==> src/hdl/line_bitset_intersection_filter_top_defines.svh <==
// Assertion helpers for the filter RTL.
`ifndef LINE_BITSET_INTERSECTION_FILTER_TOP_DEFINES_SVH
`define LINE_BITSET_INTERSECTION_FILTER_TOP_DEFINES_SVH

// Same-cycle implication check.
`define LBIF_ASSERT_NOW(lbl, clk, rst_n, ante, cons) \
    lbl: assert property (@(posedge clk) disable iff (!rst_n) (ante) |-> (cons)) \
        else $error("lbif check failed");

// Next-cycle implication check.
`define LBIF_ASSERT_NEXT(lbl, clk, rst_n, ante, cons) \
    lbl: assert property (@(posedge clk) disable iff (!rst_n) (ante) |=> (cons)) \
        else $error("lbif check failed");

`endif

==> src/hdl/lbif_pkg.sv <==
package lbif_pkg;

    localparam int DEF_MAX_A_LINES = 4096;
    localparam int DEF_MAX_B_LINES = 4096;
    localparam int DEF_ORDER       = 10;

    localparam int ROW_WORDS  = 64;
    localparam int POINTS     = 100;
    localparam int HIGH_BITS  = 36;

    // Input command codes.
    localparam logic [1:0] CMD_TABLE = 2'd0;
    localparam logic [1:0] CMD_MASK  = 2'd1;
    localparam logic [1:0] CMD_SLOT  = 2'd2;

    // Configuration register indexes.
    localparam logic REG_LINES = 1'b0;
    localparam logic REG_COVER = 1'b1;

    // Status codes.
    localparam logic [1:0] ST_ENOUGH  = 2'd0;
    localparam logic [1:0] ST_FEW     = 2'd1;
    localparam logic [1:0] ST_EMPTIED = 2'd2;
    localparam logic [1:0] ST_NOSLOT  = 2'd3;

    typedef enum logic [1:0] {
        K_TABLE,
        K_MASK,
        K_SLOT
    } kind_t;

    // One classified item passed from the front to the back.
    typedef struct packed {
        kind_t        kind;
        logic [17:0]  address;
        logic [99:0]  data;
        logic [11:0]  line_index;
        logic         use_slot;
        logic         last;
    } entry_t;

    function automatic logic [6:0] pop_count(input logic [63:0] v);
        logic [6:0] n;
        n = '0;
        for (int i = 0; i < 64; i++)
        begin
            n = n + 7'(v[i]);
        end
        return n;
    endfunction

    // Index of the lowest set bit.
    function automatic logic [5:0] low_index(input logic [63:0] v);
        logic [63:0] low;
        logic [5:0]  idx;
        low = v & (~v + 64'd1);
        idx = '0;
        for (int i = 0; i < 64; i++)
        begin
            if (low[i])
            begin
                idx = idx | 6'(i);
            end
        end
        return idx;
    endfunction

endpackage

==> src/hdl/lbif_front.sv <==
module lbif_front
    import lbif_pkg::*;
#(
    parameter int MAX_A_LINES = DEF_MAX_A_LINES,
    parameter int MAX_B_LINES = DEF_MAX_B_LINES,
    parameter int ORDER       = DEF_ORDER
) (
    input  logic         clk,
    input  logic         rst_n,
    input  logic         in_valid,
    output logic         in_ready,
    input  logic [1:0]   cmd,
    input  logic [17:0]  address,
    input  logic [63:0]  data_low,
    input  logic [35:0]  data_high,
    input  logic [11:0]  line_index,
    input  logic         index_valid,
    input  logic         last_index,
    output logic         push,
    output entry_t       push_entry,
    input  logic         q_full
);

    localparam int SCW = $clog2(ORDER + 1);
    localparam logic [SCW-1:0] ORDER_C = SCW'(ORDER);

    logic [SCW-1:0] slot_cnt_reg, slot_cnt_next;
    logic           accept;
    logic           in_range;
    logic           slot_use;

    assign in_ready = !q_full;
    assign accept   = in_valid && in_ready;

    // Classify the word and check its address range.
    always_comb
    begin
        slot_use = index_valid && (32'(line_index) < 32'(MAX_A_LINES)) && (slot_cnt_reg < ORDER_C);
        unique case (cmd)
            CMD_TABLE: in_range = 32'(address) < 32'(MAX_A_LINES * ROW_WORDS);
            CMD_MASK:  in_range = 32'(address) < 32'(MAX_B_LINES);
            CMD_SLOT:  in_range = 1'b1;
            default:   in_range = 1'b0;
        endcase
        push = accept && in_range;
        push_entry.kind       = (cmd == CMD_TABLE) ? K_TABLE : (cmd == CMD_MASK) ? K_MASK : K_SLOT;
        push_entry.address    = address;
        push_entry.data       = {data_high, data_low};
        push_entry.line_index = line_index;
        push_entry.use_slot   = slot_use;
        push_entry.last       = last_index;
    end

    // Slot counter: slots past ORDER are ignored until the query ends.
    always_comb
    begin
        slot_cnt_next = slot_cnt_reg;
        if (accept && cmd == CMD_SLOT)
        begin
            if (last_index)
            begin
                slot_cnt_next = '0;
            end
            else if (slot_cnt_reg < ORDER_C)
            begin
                slot_cnt_next = slot_cnt_reg + SCW'(1);
            end
        end
    end

    always_ff @(posedge clk or negedge rst_n)
    begin
        if (!rst_n)
        begin
            slot_cnt_reg <= '0;
        end
        else
        begin
            slot_cnt_reg <= slot_cnt_next;
        end
    end

endmodule

==> config.mk <==
export PLATFORM = sky130hd
export DESIGN_NAME = lbif_front
export DESIGN_NICKNAME = d
export VERILOG_FILES = /design/src/hdl/line_bitset_intersection_filter_top_defines.svh /design/src/hdl/lbif_pkg.sv /design/src/hdl/lbif_front.sv
export SDC_FILE = /design/constraint.sdc
export NUM_CORES = 1
export LEC_CHECK = 0
export BUFFER_PORTS_ARGS = -buffer_cell sky130_fd_sc_hd__buf_2
export CORE_AREA = 3 3 106 108
export CTS_BUF_LIST = sky130_fd_sc_hd__clkbuf_16
export CTS_CLUSTER_DIAMETER = 40
export DETAILED_ROUTE_END_ITERATION = 8
export DIE_AREA = 0 0 109 111
export SLEW_MARGIN = 15
export SYNTH_ARGS = -nofsm -noshare
export SYNTH_HDL_FRONTEND = slang
export SYNTH_SLANG_ARGS = --single-unit
==> constraint.sdc <==
create_clock -name clk -period 1.2 [get_ports clk]
set_clock_uncertainty 0.2 [all_clocks]
set_input_delay 0.12 -clock clk [delete_from_list [all_inputs] [get_ports clk]]
set_output_delay 0.12 -clock clk [all_outputs]
set_load 0.005 [all_outputs]
==> out/results.ini <==
[sta]
slew-limit-headroom_pct=81.9
setup_viol=4
hold_viol=0
slew_violations=0
fin_crit_sh_pct=132
rsz0062_at_grt=yes
fin_ws_ns=-0.379
worst_slew_pin_slew_ns=0.267
min_period_ns=1.58
max_freq_mhz=633

[yosys]
syn_area_um2=1260
yosysMostFrequentCell=buf_4
synth_area_per_cell_um2=7.71
synth_warnings=0
seq_area_frac_synth_pct=7.97
synth_edf_count=0
synthTopCellsByCount=buf_4, dfrtp_1, inv_1, nand2_1, a21oi_1
synth_top_cell_by_area=buf_4
yosys.cell_types.count=24
netlist_instances=163
async_flop_share_pct=100
netlist.area_leader.share_pct=78.9
synth-main-ff-cell=dfrtp_1
ys_ff_latch=4
synthTopCellsByArea=buf_4, dfrtp_1, ha_1, inv_1, nand2_1
syn-num-nets=302

[pwr]
total_leakage_power_nw=0.343
p_total_w=0.00110
ir_drop_mv=0.565
pwr_density_cell_nw_per_um2=1330

[die]
start_util_pct=12.2
core_um2=10300
fp.dieW_um=109
die_y_um=111
core.rowCount=37
die_area_um2=12100
pin_count=274

[global_routing]
first_global_vias=605
grt_use_met3_pct=4.08
grt.met1_usage_pct=2.28
grt_util_met2_pct=5.00
grt_usage_pct=3.75
grt_pass1_wl_um=3490
grt_max_degree=8
top_usage_layer=met2
grt_overflow_total=0
antenna_found_initial=0

[hold_path]
min_path_type=in -> async

[run_status]
failed_checks=setup timing
status=finished, violations left

[final_layout]
drive_above_1_share_pct=69.9
diodes=0
area_growth_pct=-34.0
largest_reg_flops=4
final_util_pct=8.04
fin_nets=214

[routing]
drt_iter0_drc=16
wirelength_um=2490
num_vias=548
vias_per_cell=2.62
postRouteAntennaNets=0
drc=0
first_pass_iters=2
wl_per_cell_um=11.9

[worst_setup_path]
cp-start-kind=input pin
cp.arrival_ns=1.26
worstRegToRegCells=3
rrSetupSlack_ns=-0.10
r2r-end=slot_cnt_reg[1]
cp_data_required_time_ns=0.88
rr_startpoint=slot_cnt_reg[1]
crit_path_end_kind=primary output
critPathMaxFanout=2
path_class=in -> out

[clocking]
cts_root_buffer=clkbuf_16
cts_tree=done
htreeDepth=1
clock-sinks=4
clock_latency_ns=0.22
clk_pin_slew_ns=0.03
cts_made_buffers=3
clockBufferDepth=2

[placed_design]
hpwl_um=1980
port_buffers=25
gp_congestion=0.717

[job]
cap_viol_max_count=0

[what timing repair did]
item / in CTS / in global routing
gates resized for setup: 7 / 9
hold buffers: 3 / 0
setup endpoints to repair: 4 / 6
pin swaps: 6 / 8
endpoints found under the hold margin: 6 / 0
setup buffers: 2 / 3
[layout make-up]
type | count | area [um2]
Multi-Input combinational cell | 22 | 203
Timing Repair Buffer | 41 | 269
Fill cell | 1202 | 9490
Tap cell | 136 | 170
Sequential cell | 4 | 101
Inverter | 3 | 11.3
Clock buffer | 3 | 75.1
[where the power goes]
part	internal [W]	switching [W]
clock	0.000425	0.0000855
sequential	0.000177	0.0000458
combinational	0.000210	0.000157
[cells in the final DEF, fill, tap and decap left out, types with 2 or more instances in the layout]
master | synthesis | layout
inv_1 | 3 | 3
buf_2 | 1 | 24
buf_6 | 0 | 3
nand2_1 | 3 | 2
clkbuf_16 | 0 | 3
dfrtp_1 | 4 | 3
a21oi_1 | 2 | 2
buf_4 | 132 | 11
dlygate4sd3_1 | 0 | 2
[how the worst max path moves through the flow]
| stage | cells after the start | endpoint | start | slack [ns] |
|---|---|---|---|---|
| detailed placement | 5 | push | address[15] | -0.51 |
| global route | 5 | push | address[13] | -0.45 |
| finish | 5 | push | address[13] | -0.38 |
| floorplan | 3 | push | address[15] | -0.14 |
| global placement | 5 | push | address[15] | -0.50 |
| CTS | 5 | push | address[13] | -0.39 |
[per-layer routing]
metal,vias up,wire [um]
met1,231,522
met5,-,0
met2,75,1050
met3,42,599
li1,200,-
met4,0,320
[cells by family (layout without fill, tap and decap cells)]
| kind of cell | count (synthesis) | count (layout) | synth area share [%] |
|---|---|---|---|
| buf+inv | 137 | 47 | 80.5 |
| simple gates | 11 | 11 | 4.98 |
| compound gates | 10 | 10 | 5.58 |
| flops | 4 | 4 | 7.97 |
| fa+ha+maj | 1 | 1 | 0.996 |
[through the flow]
step                std cells  setup TNS (ns)  hold slack, ns  instance area (um2)  setup WS, ns
detailed placement        200          -0.954          -0.271                  627        -0.515
global route              209          -0.835          0.0400                  830        -0.446
CTS                       208          -0.692          0.0330                  776        -0.391
global placement          200           -1.01          -0.275                  627        -0.496
floorplan                 163          -0.200          -0.376                 1260        -0.144
finish                    209          -0.625          0.0365                  830        -0.379
[critical path, stage by stage]
cell	delay (ns)
buf_6	0.09
or4_4	0.55
o41ai_2	0.20
and3_1	0.19
buf_2	0.11
No activity file was read; power rests on OpenSTA's default activity.
