File: config.mk
export PLATFORM = sky130hd
export DESIGN_NAME = lbif_queue
export DESIGN_NICKNAME = d
export VERILOG_FILES = /design/src/hdl/line_bitset_intersection_filter_top_defines.svh /design/src/hdl/lbif_pkg.sv /design/src/hdl/lbif_queue.sv
export SDC_FILE = /design/constraint.sdc
export NUM_CORES = 1
export LEC_CHECK = 0
export BUFFER_PORTS_ARGS = -buffer_cell sky130_fd_sc_hd__buf_2
export CORE_MARGIN = 2
export CORE_UTILIZATION = 47
export DETAILED_ROUTE_END_ITERATION = 8
export PLACE_DENSITY = 0.76
export SLEW_MARGIN = 40
export SYNTH_ARGS = -nofsm -noshare
export SYNTH_HDL_FRONTEND = slang
export SYNTH_SLANG_ARGS = --single-unit
File: constraint.sdc
create_clock -name clk -period 7.17 [get_ports clk]
set_input_delay 1.434 -clock clk [delete_from_list [all_inputs] [get_ports clk]]
set_output_delay 1.434 -clock clk [all_outputs]
set_load 0.01 [all_outputs]
File: src/hdl/line_bitset_intersection_filter_top_defines.svh
// Assertion helpers for the filter RTL.
`ifndef LINE_BITSET_INTERSECTION_FILTER_TOP_DEFINES_SVH
`define LINE_BITSET_INTERSECTION_FILTER_TOP_DEFINES_SVH

// Same-cycle implication check.
`define LBIF_ASSERT_NOW(lbl, clk, rst_n, ante, cons) \
    lbl: assert property (@(posedge clk) disable iff (!rst_n) (ante) |-> (cons)) \
        else $error("lbif check failed");

// Next-cycle implication check.
`define LBIF_ASSERT_NEXT(lbl, clk, rst_n, ante, cons) \
    lbl: assert property (@(posedge clk) disable iff (!rst_n) (ante) |=> (cons)) \
        else $error("lbif check failed");

`endif

File: src/hdl/lbif_pkg.sv
package lbif_pkg;

    localparam int DEF_MAX_A_LINES = 4096;
    localparam int DEF_MAX_B_LINES = 4096;
    localparam int DEF_ORDER       = 10;

    localparam int ROW_WORDS  = 64;
    localparam int POINTS     = 100;
    localparam int HIGH_BITS  = 36;

    // Input command codes.
    localparam logic [1:0] CMD_TABLE = 2'd0;
    localparam logic [1:0] CMD_MASK  = 2'd1;
    localparam logic [1:0] CMD_SLOT  = 2'd2;

    // Configuration register indexes.
    localparam logic REG_LINES = 1'b0;
    localparam logic REG_COVER = 1'b1;

    // Status codes.
    localparam logic [1:0] ST_ENOUGH  = 2'd0;
    localparam logic [1:0] ST_FEW     = 2'd1;
    localparam logic [1:0] ST_EMPTIED = 2'd2;
    localparam logic [1:0] ST_NOSLOT  = 2'd3;

    typedef enum logic [1:0] {
        K_TABLE,
        K_MASK,
        K_SLOT
    } kind_t;

    // One classified item passed from the front to the back.
    typedef struct packed {
        kind_t        kind;
        logic [17:0]  address;
        logic [99:0]  data;
        logic [11:0]  line_index;
        logic         use_slot;
        logic         last;
    } entry_t;

    function automatic logic [6:0] pop_count(input logic [63:0] v);
        logic [6:0] n;
        n = '0;
        for (int i = 0; i < 64; i++)
        begin
            n = n + 7'(v[i]);
        end
        return n;
    endfunction

    // Index of the lowest set bit.
    function automatic logic [5:0] low_index(input logic [63:0] v);
        logic [63:0] low;
        logic [5:0]  idx;
        low = v & (~v + 64'd1);
        idx = '0;
        for (int i = 0; i < 64; i++)
        begin
            if (low[i])
            begin
                idx = idx | 6'(i);
            end
        end
        return idx;
    endfunction

endpackage

File: src/hdl/lbif_queue.sv
module lbif_queue
    import lbif_pkg::*;
(
    input  logic   clk,
    input  logic   rst_n,
    input  logic   push,
    input  entry_t push_entry,
    output logic   full,
    input  logic   pop,
    output logic   head_valid,
    output entry_t head
);

    entry_t      slots_reg [2];
    logic        wr_ptr_reg;
    logic        rd_ptr_reg;
    logic [1:0]  count_reg;

    assign full       = (count_reg == 2'd2);
    assign head_valid = (count_reg != 2'd0);
    assign head       = slots_reg[rd_ptr_reg];

    // Payload storage.
    always_ff @(posedge clk)
    begin
        if (push)
        begin
            slots_reg[wr_ptr_reg] <= push_entry;
        end
    end

    // Pointers and fill level.
    always_ff @(posedge clk or negedge rst_n)
    begin
        if (!rst_n)
        begin
            wr_ptr_reg <= 1'b0;
            rd_ptr_reg <= 1'b0;
            count_reg  <= 2'd0;
        end
        else
        begin
            if (push)
            begin
                wr_ptr_reg <= !wr_ptr_reg;
            end
            if (pop)
            begin
                rd_ptr_reg <= !rd_ptr_reg;
            end
            count_reg <= count_reg + 2'(push) - 2'(pop);
        end
    end

endmodule

==> results.md, run 1 <==
- Outcome: complete, no violations
- Post-cts sizing count: 0
- YS warnings: 0
- Non-filler cells, final: a little over 1000
- Via Count: ~5000
- Rows: between 50 and 60
- CTS hold repair buffers: 0
- Type of the tightest min-delay check: reg -> reg
- TritonCTS clock tree: yes
- Largest net degree at the start of global routing: 69
- Die Y: 150 um
- Worst-Margin Slew: approximately 0.78 ns
- Max reg flops: between 200 and 300
- Routed Antenna Nets: 0
- Period utilisation layout: 0.559
- WHS Endpoint: wr_ptr_reg$_DFFE_PN0P_
- Die W: 150 um
- Effective utilization at floorplan: 0.479
- Hold Crit Depth: 1
- Root Driver: clkbuf_16
- I/O Buffers: ~270
- Number of global-route vias before repair: between 5000 and 6000
- Initial antenna violation count: 2
- Pwr dens: 390 mW/mm2
- Leakage power: between 4 and 5 nW
- Setup Skew: 0.0144 ns
- Num ports: 274
- Post-DP HPWL: between 10000 and 15000 um
- Layout area overhead: 24.3%
- Worst R2R Setup Slack: 5.28 ns
- Critical Path End Type: output pin
- Placed insts: slightly below 1000
- Vias per cell: approximately 4.9
- # setup viols final: 0
- Routed len/inst: about 18 um
- Place WS: roughly 3.5 ns
- Setup TNS: 0 ns
- Worst-Skew Late Latency: 0.52 ns
- CTS Buf Count: 27
- Routability Congestion: 0.801
- Synth cell types: 13
- Reg-to-Reg Start: wr_ptr_reg$_DFFE_PN0P_
- Synthesized area: between 0.01 and 0.015 mm2
- Htree depth: 1
- Critical R2R Capture: slots_reg[1][2]$_DFFE_PP_
- Final Max Tran Viols: 0
- Worst slew margin: 0.478
- Critical path class: reg -> out
- Min setup slack post-route: between 3 and 4 ns
- Final hold slack: 0.570 ns
- Clock Sinks: roughly 270
- Clock Path Buffers: 3
- Final hold vios: 0
- Total grt overflow: 0
- Max-Cap Viols: 0
- Tmin final: roughly 4 ns
- Synth Register Bits: 272
- Reg2Reg Depth: 2
- 1st-iter DRT viols: 172
- Post-Synthesis Cells: ~430
- Layout cell share with drive strength beyond 1: 0.606
- Register area share after synthesis: 0.810
- WL final: approximately 19000 um
- Remaining DRCs: 0
- Startpoint types: register
- First-pass GRT wire length: around 28000 um
- Max IR drop VDD: around 420 uV
- Core box area: approximately 0.021 mm2
- CTS clk-pin slew, worst paths: 0.06 ns
- Detailed Routing Iterations Pass 1: 4
- Arr. time, crit path: between 2 and 3 ns
- Die ar.: 0.0226 mm2
- Synthesized Nets: 572
- Crit-path max FO: 45
- Mean Syn Cell Area: 23.3 um2
- Fmax: about 0.25 GHz
- Total GRT Usage: 0.159
- Postcts setup bufs: 0
- Post-route cell area: about 0.013 mm2
- Final #Nets: around 870
- Hold path start: wr_ptr_reg$_DFFE_PN0P_
- Area after DPL: about 0.012 mm2
- RSZ-0062 raised after global routing: false
- Worst endpoint required time: roughly 5.7 ns
[metrics by stage]
stage	util	power [mW]
floorplan	-	3.22
global placement	0.557	3.65
detailed placement	0.557	3.70
CTS	0.593	4.94
global route	0.595	5.11
finish	0.595	4.88
[worst max-delay path, cell delays in order, from the launching register on]
cell and delay [ns]:
dfrtp_4 0.69, buf_4 0.70, mux2_2 0.45, buf_2 0.15
[area by class of cell]
class	count	area, um2
clock inverter	13	65.1
inverter	2	7.51
fill	1512	8510
multi-input combinational	143	1800
antenna	1	2.50
tap	275	344
clock buffer	34	702
sequential	272	8150
timing repair buffer	279	1440
[logic make-up (layout without fill, tap and decap cells)]
logic type | count (synthesis) | after routing | synth area share
xor gates and xnor gates | 3 | 3 | 0.00410
adders and majority gates | 2 | 2 | 0.00249
buffers and inverters | 17 | 328 | 0.0126
DFF | 272 | 272 | 0.810
muxes | 134 | 134 | 0.169
other | 0 | 1 | 0
and+or+nand+nor | 4 | 4 | 0.00249
[cell usage after synthesis (all sizes together)]
| master | instances | area (um2) |
|---|---|---|
| and2 | 1 | 6.26 |
| buf | 15 | 119 |
| dfrtp | 4 | 100 |
| edfxtp | 268 | 8050 |
| ha | 2 | 25.0 |
| inv | 2 | 7.51 |
| mux2 | 134 | 1700 |
| nor2b | 2 | 12.5 |
| or2 | 1 | 6.26 |
| xor2 | 2 | 17.5 |
| xor3 | 1 | 23.8 |
[cell usage in the layout (no fill, tap or decap), types with 2 or more instances in the layout]
cell type / instances
buf_2: 273
buf_6: 4
clkbuf_1: 7
clkbuf_16: 27
clkinv_1: 7
clkinv_2: 3
clkinvlp_4: 2
dfrtp_1: 3
edfxtp_1: 268
ha_1: 2
inv_1: 2
mux2_2: 84
mux2_4: 50
xor2_1: 2
[report_power, final]
group          switching, mW  internal, mW
Clock                  0.539         0.688
Combinational          0.734         0.698
Sequential             0.107          2.11
Total                   1.38          3.50
[how the worst max path moves through the flow]
stage | startpoint | cells past startpoint | slack, ns | endpoint
floorplan | push | 1 | 1.80 | slots_reg[0][0]$_DFFE_PP_
global placement | push | 3 | 3.60 | slots_reg[1][104]$_DFFE_PP_
detailed placement | push | 3 | 3.50 | slots_reg[1][106]$_DFFE_PP_
CTS | rd_ptr_reg$_DFFE_PN0P_ | 3 | 3.13 | head[133]
global route | rd_ptr_reg$_DFFE_PN0P_ | 3 | 3.05 | head[133]
finish | rd_ptr_reg$_DFFE_PN0P_ | 3 | 3.16 | head[133]
[metal layers]
| metal | vias up | wire length (um) | track usage | part of all wire |
|---|---|---|---|---|
| met5 | - | 13 | 0 | 0.00069 |
| met4 | 2 | 463 | 0.0557 | 0.025 |
| met3 | 36 | 1770 | 0.0527 | 0.095 |
| met2 | 216 | 9440 | 0.277 | 0.50 |
| met1 | 2417 | 7030 | 0.182 | 0.38 |
| li1 | 2309 | - | - | - |
No activity file was read; power rests on OpenSTA's default activity.
==> run 2, diff against run 1 <==
- ABC_AREA: unset -> 1
- CORE_UTILIZATION: 47 -> 52
- PLACE_DENSITY: 0.76 -> 0.79
- clock period: 7.17 -> 4.2 ns (I/O delays scaled with it)
==> run 2 against run 1 <==
  * Final cell count rose by 27%
  * First-iteration DRC count rose by 53%
  * Core utilization rose by 6.2 points
  * Sequential share of layout area fell by 1.6 points
  * Flip-flop and latch count did not move
  * Combinational power rose by 80%
  * Via count rose by 24%
  * Register-to-register slack got worse by 2.9 ns
  * Critical path depth did not move
  * Area after synthesis rose by 2.9%
  * Largest power group unchanged
==> results.md, run 2 <==
- Outcome: complete, no violations
- Clock Sinks: between 200 and 300
- Core box area: approximately 0.020 mm2
- YS warnings: 0
- # setup viols final: 0
- Post-synth EDFFs: between 200 and 300
- Critical Path End Type: output pin
- Arr. time, crit path: slightly above 2 ns
- CTS hold repair buffers: 0
- Vias per cell: just under 5
- First-pass GRT wire length: ~31000 um
- Pwr dens: 688 mW/mm2
- Non-filler cells, final: roughly 1300
- Type of the tightest min-delay check: in -> async
- Reg2Reg Depth: 3
- Max-Cap Viols: 0
- Root Driver: clkbuf_16
- Via Count: 6193
- Total GRT Usage: 0.180
- Finished Core Util: 0.657
- Post-Synthesis Cells: 725
- Detailed Routing Iterations Pass 1: 4
- Worst endpoint required time: 3.36 ns
- Max reg flops: between 200 and 300
- Setup Skew: between 0.009 and 0.01 ns
- Synth Register Bits: 272
- RSZ-0062 raised after global routing: false
- Mean Syn Cell Area: around 14 um2
- Postcts setup bufs: 0
- Fmax: 0.348 GHz
- Die ar.: 0.0211 mm2
- Number of global-route vias before repair: about 6300
- Max IR drop VDD: 713 uV
- I/O Buffers: 273
- Placed insts: approximately 1200
- CTS Buf Count: 28
- Register area share after synthesis: 0.787
- Synth area leaders: edfxtp_1 78%, inv_1 5.1%, nand2_1 5.1%
- Worst R2R Setup Slack: 2.34 ns
- Synthesized Nets: approximately 870
- CP Launch Point: rd_ptr_reg$_DFFE_PN0P_
- Commonest non-fill, non-tap cell in the layout: buf_2
- Synthesized area: between 0.01 and 0.015 mm2
- Leakage power: around 5.5 nW
- Post-DP HPWL: 12600 um
- Tmin final: between 2 and 3 ns
- Period utilisation layout: 0.685
- Layout fillers: between 1000 and 1500
- CTS clk-pin slew, worst paths: approximately 0.060 ns
- Effective utilization at floorplan: 0.530
- Clock Path Buffers: 3
- Num ports: between 200 and 300
- 1st-iter DRT viols: around 260
- Critical R2R Capture: slots_reg[1][108]$_DFFE_PP_
- Most frequent cell after synthesis: edfxtp_1
- Top_reg_cell synth: edfxtp_1
- Total grt overflow: 0
- Layout cell share with drive strength beyond 1: 0.352
- Synth cell types: 14
- Most frequent cells in the layout: 273 x buf_2, 268 x edfxtp_1, 141 x nand2_1, 140 x inv_1, 58 x o21ai_0
- Reg-to-Reg Start: wr_ptr_reg$_DFFE_PN0P_
- Synth area leader: edfxtp_1
- Routed Antenna Nets: 0
- Remaining DRCs: 0
- Die Y: 145 um
- Asr flop ratio synth: 0.0147
- Layout area overhead: 23.9%
- Worst-Margin Slew: between 0.7 and 0.8 ns
- Rows: 51
- Routed len/inst: 15.1 um
- Commonest cells in the synthesized netlist: 268 x edfxtp_1, 141 x inv_1, 141 x nand2_1
- Critical path class: reg -> out
- Htree depth: 1
- TritonCTS clock tree: yes
- Worst-Skew Late Latency: between 0.5 and 0.6 ns
- Setup TNS: 0 ns
- Worst slew margin: 0.500
- Final #Nets: about 1100
- Die W: between 100 and 150 um
- Top-area cell type share of the netlist area: 0.777
- End point of the critical path: head[52]
- WL final: 19500 um
- Final Max Tran Viols: 0
- Post-cts sizing count: 0
- Crit-path max FO: 133
- Largest net degree at the start of global routing: ~140
- Startpoint types: register
- Initial antenna violation count: 1
- Routability Congestion: 0.751
- Final hold vios: 0
[run 2: cell families after synthesis]
group	share of synthesized area
AO/OA/AOI/OAI	0.0775
XOR/XNOR	0.00169
buffers and inverters	0.0790
AND/OR/NAND/NOR	0.0523
flip-flops	0.787
adder cells (fa/ha/maj)	0.00242
[run 2: per-layer routing]
layer / part of all wire / vias to the layer above / GRT usage
met5: 0 / - / 0
met4: 0.030 / 0 / 0.0652
met3: 0.083 / 43 / 0.0560
met2: 0.51 / 230 / 0.315
met1: 0.38 / 2900 / 0.210
li1: - / 3020 / -
[run 2: through the flow]
stage	hold slack (ns)	cell area, um2	total power, mW	setup WS (ns)
after floorplan	0.515	10400	5.54	0.227
after global placement	0.538	11900	6.31	1.81
after detailed placement	0.536	11900	6.40	1.81
after CTS	0.0978	12800	8.93	1.33
after global routing	0.104	12800	9.30	1.20
final	0.117	12800	8.82	1.32
[run 2: worst min path at each step]
stage,startpoint,endpoint,slack [ns],cells past startpoint
global route,rst_n,count_reg[0]$_DFF_PN0_,0.10,1
detailed placement,wr_ptr_reg$_DFFE_PN0P_,wr_ptr_reg$_DFFE_PN0P_,0.54,1
CTS,rst_n,count_reg[0]$_DFF_PN0_,0.1,1
floorplan,wr_ptr_reg$_DFFE_PN0P_,wr_ptr_reg$_DFFE_PN0P_,0.52,1
global placement,wr_ptr_reg$_DFFE_PN0P_,wr_ptr_reg$_DFFE_PN0P_,0.54,1
finish,rst_n,count_reg[0]$_DFF_PN0_,0.12,1
[run 2: report_power, final]
part,internal (mW),switching (mW),leakage (nW)
clock network,1.54,0.973,0.464
registers,3.61,0.131,2.56
logic,0.871,1.71,2.46
total,6.01,2.81,5.48
[run 2: worst max-delay path, stage by stage (launching register included)]
cell and delay (ns):
dfrtp_4 0.47, buf_12 0.41, o21ai_0 0.29, buf_2 0.20
[run 2: layout make-up]
type | instances | area, um2 | area share
multi-input combinational | 282 | 1390 | 0.109
tap | 265 | 332 | 0.0259
antenna | 1 | 2.50 | 0.000195
clock inverter | 16 | 200 | 0.0156
inverter | 141 | 534 | 0.0417
clock buffer | 36 | 762 | 0.0594
timing repair buffer | 277 | 1450 | 0.113
sequential | 272 | 8150 | 0.636
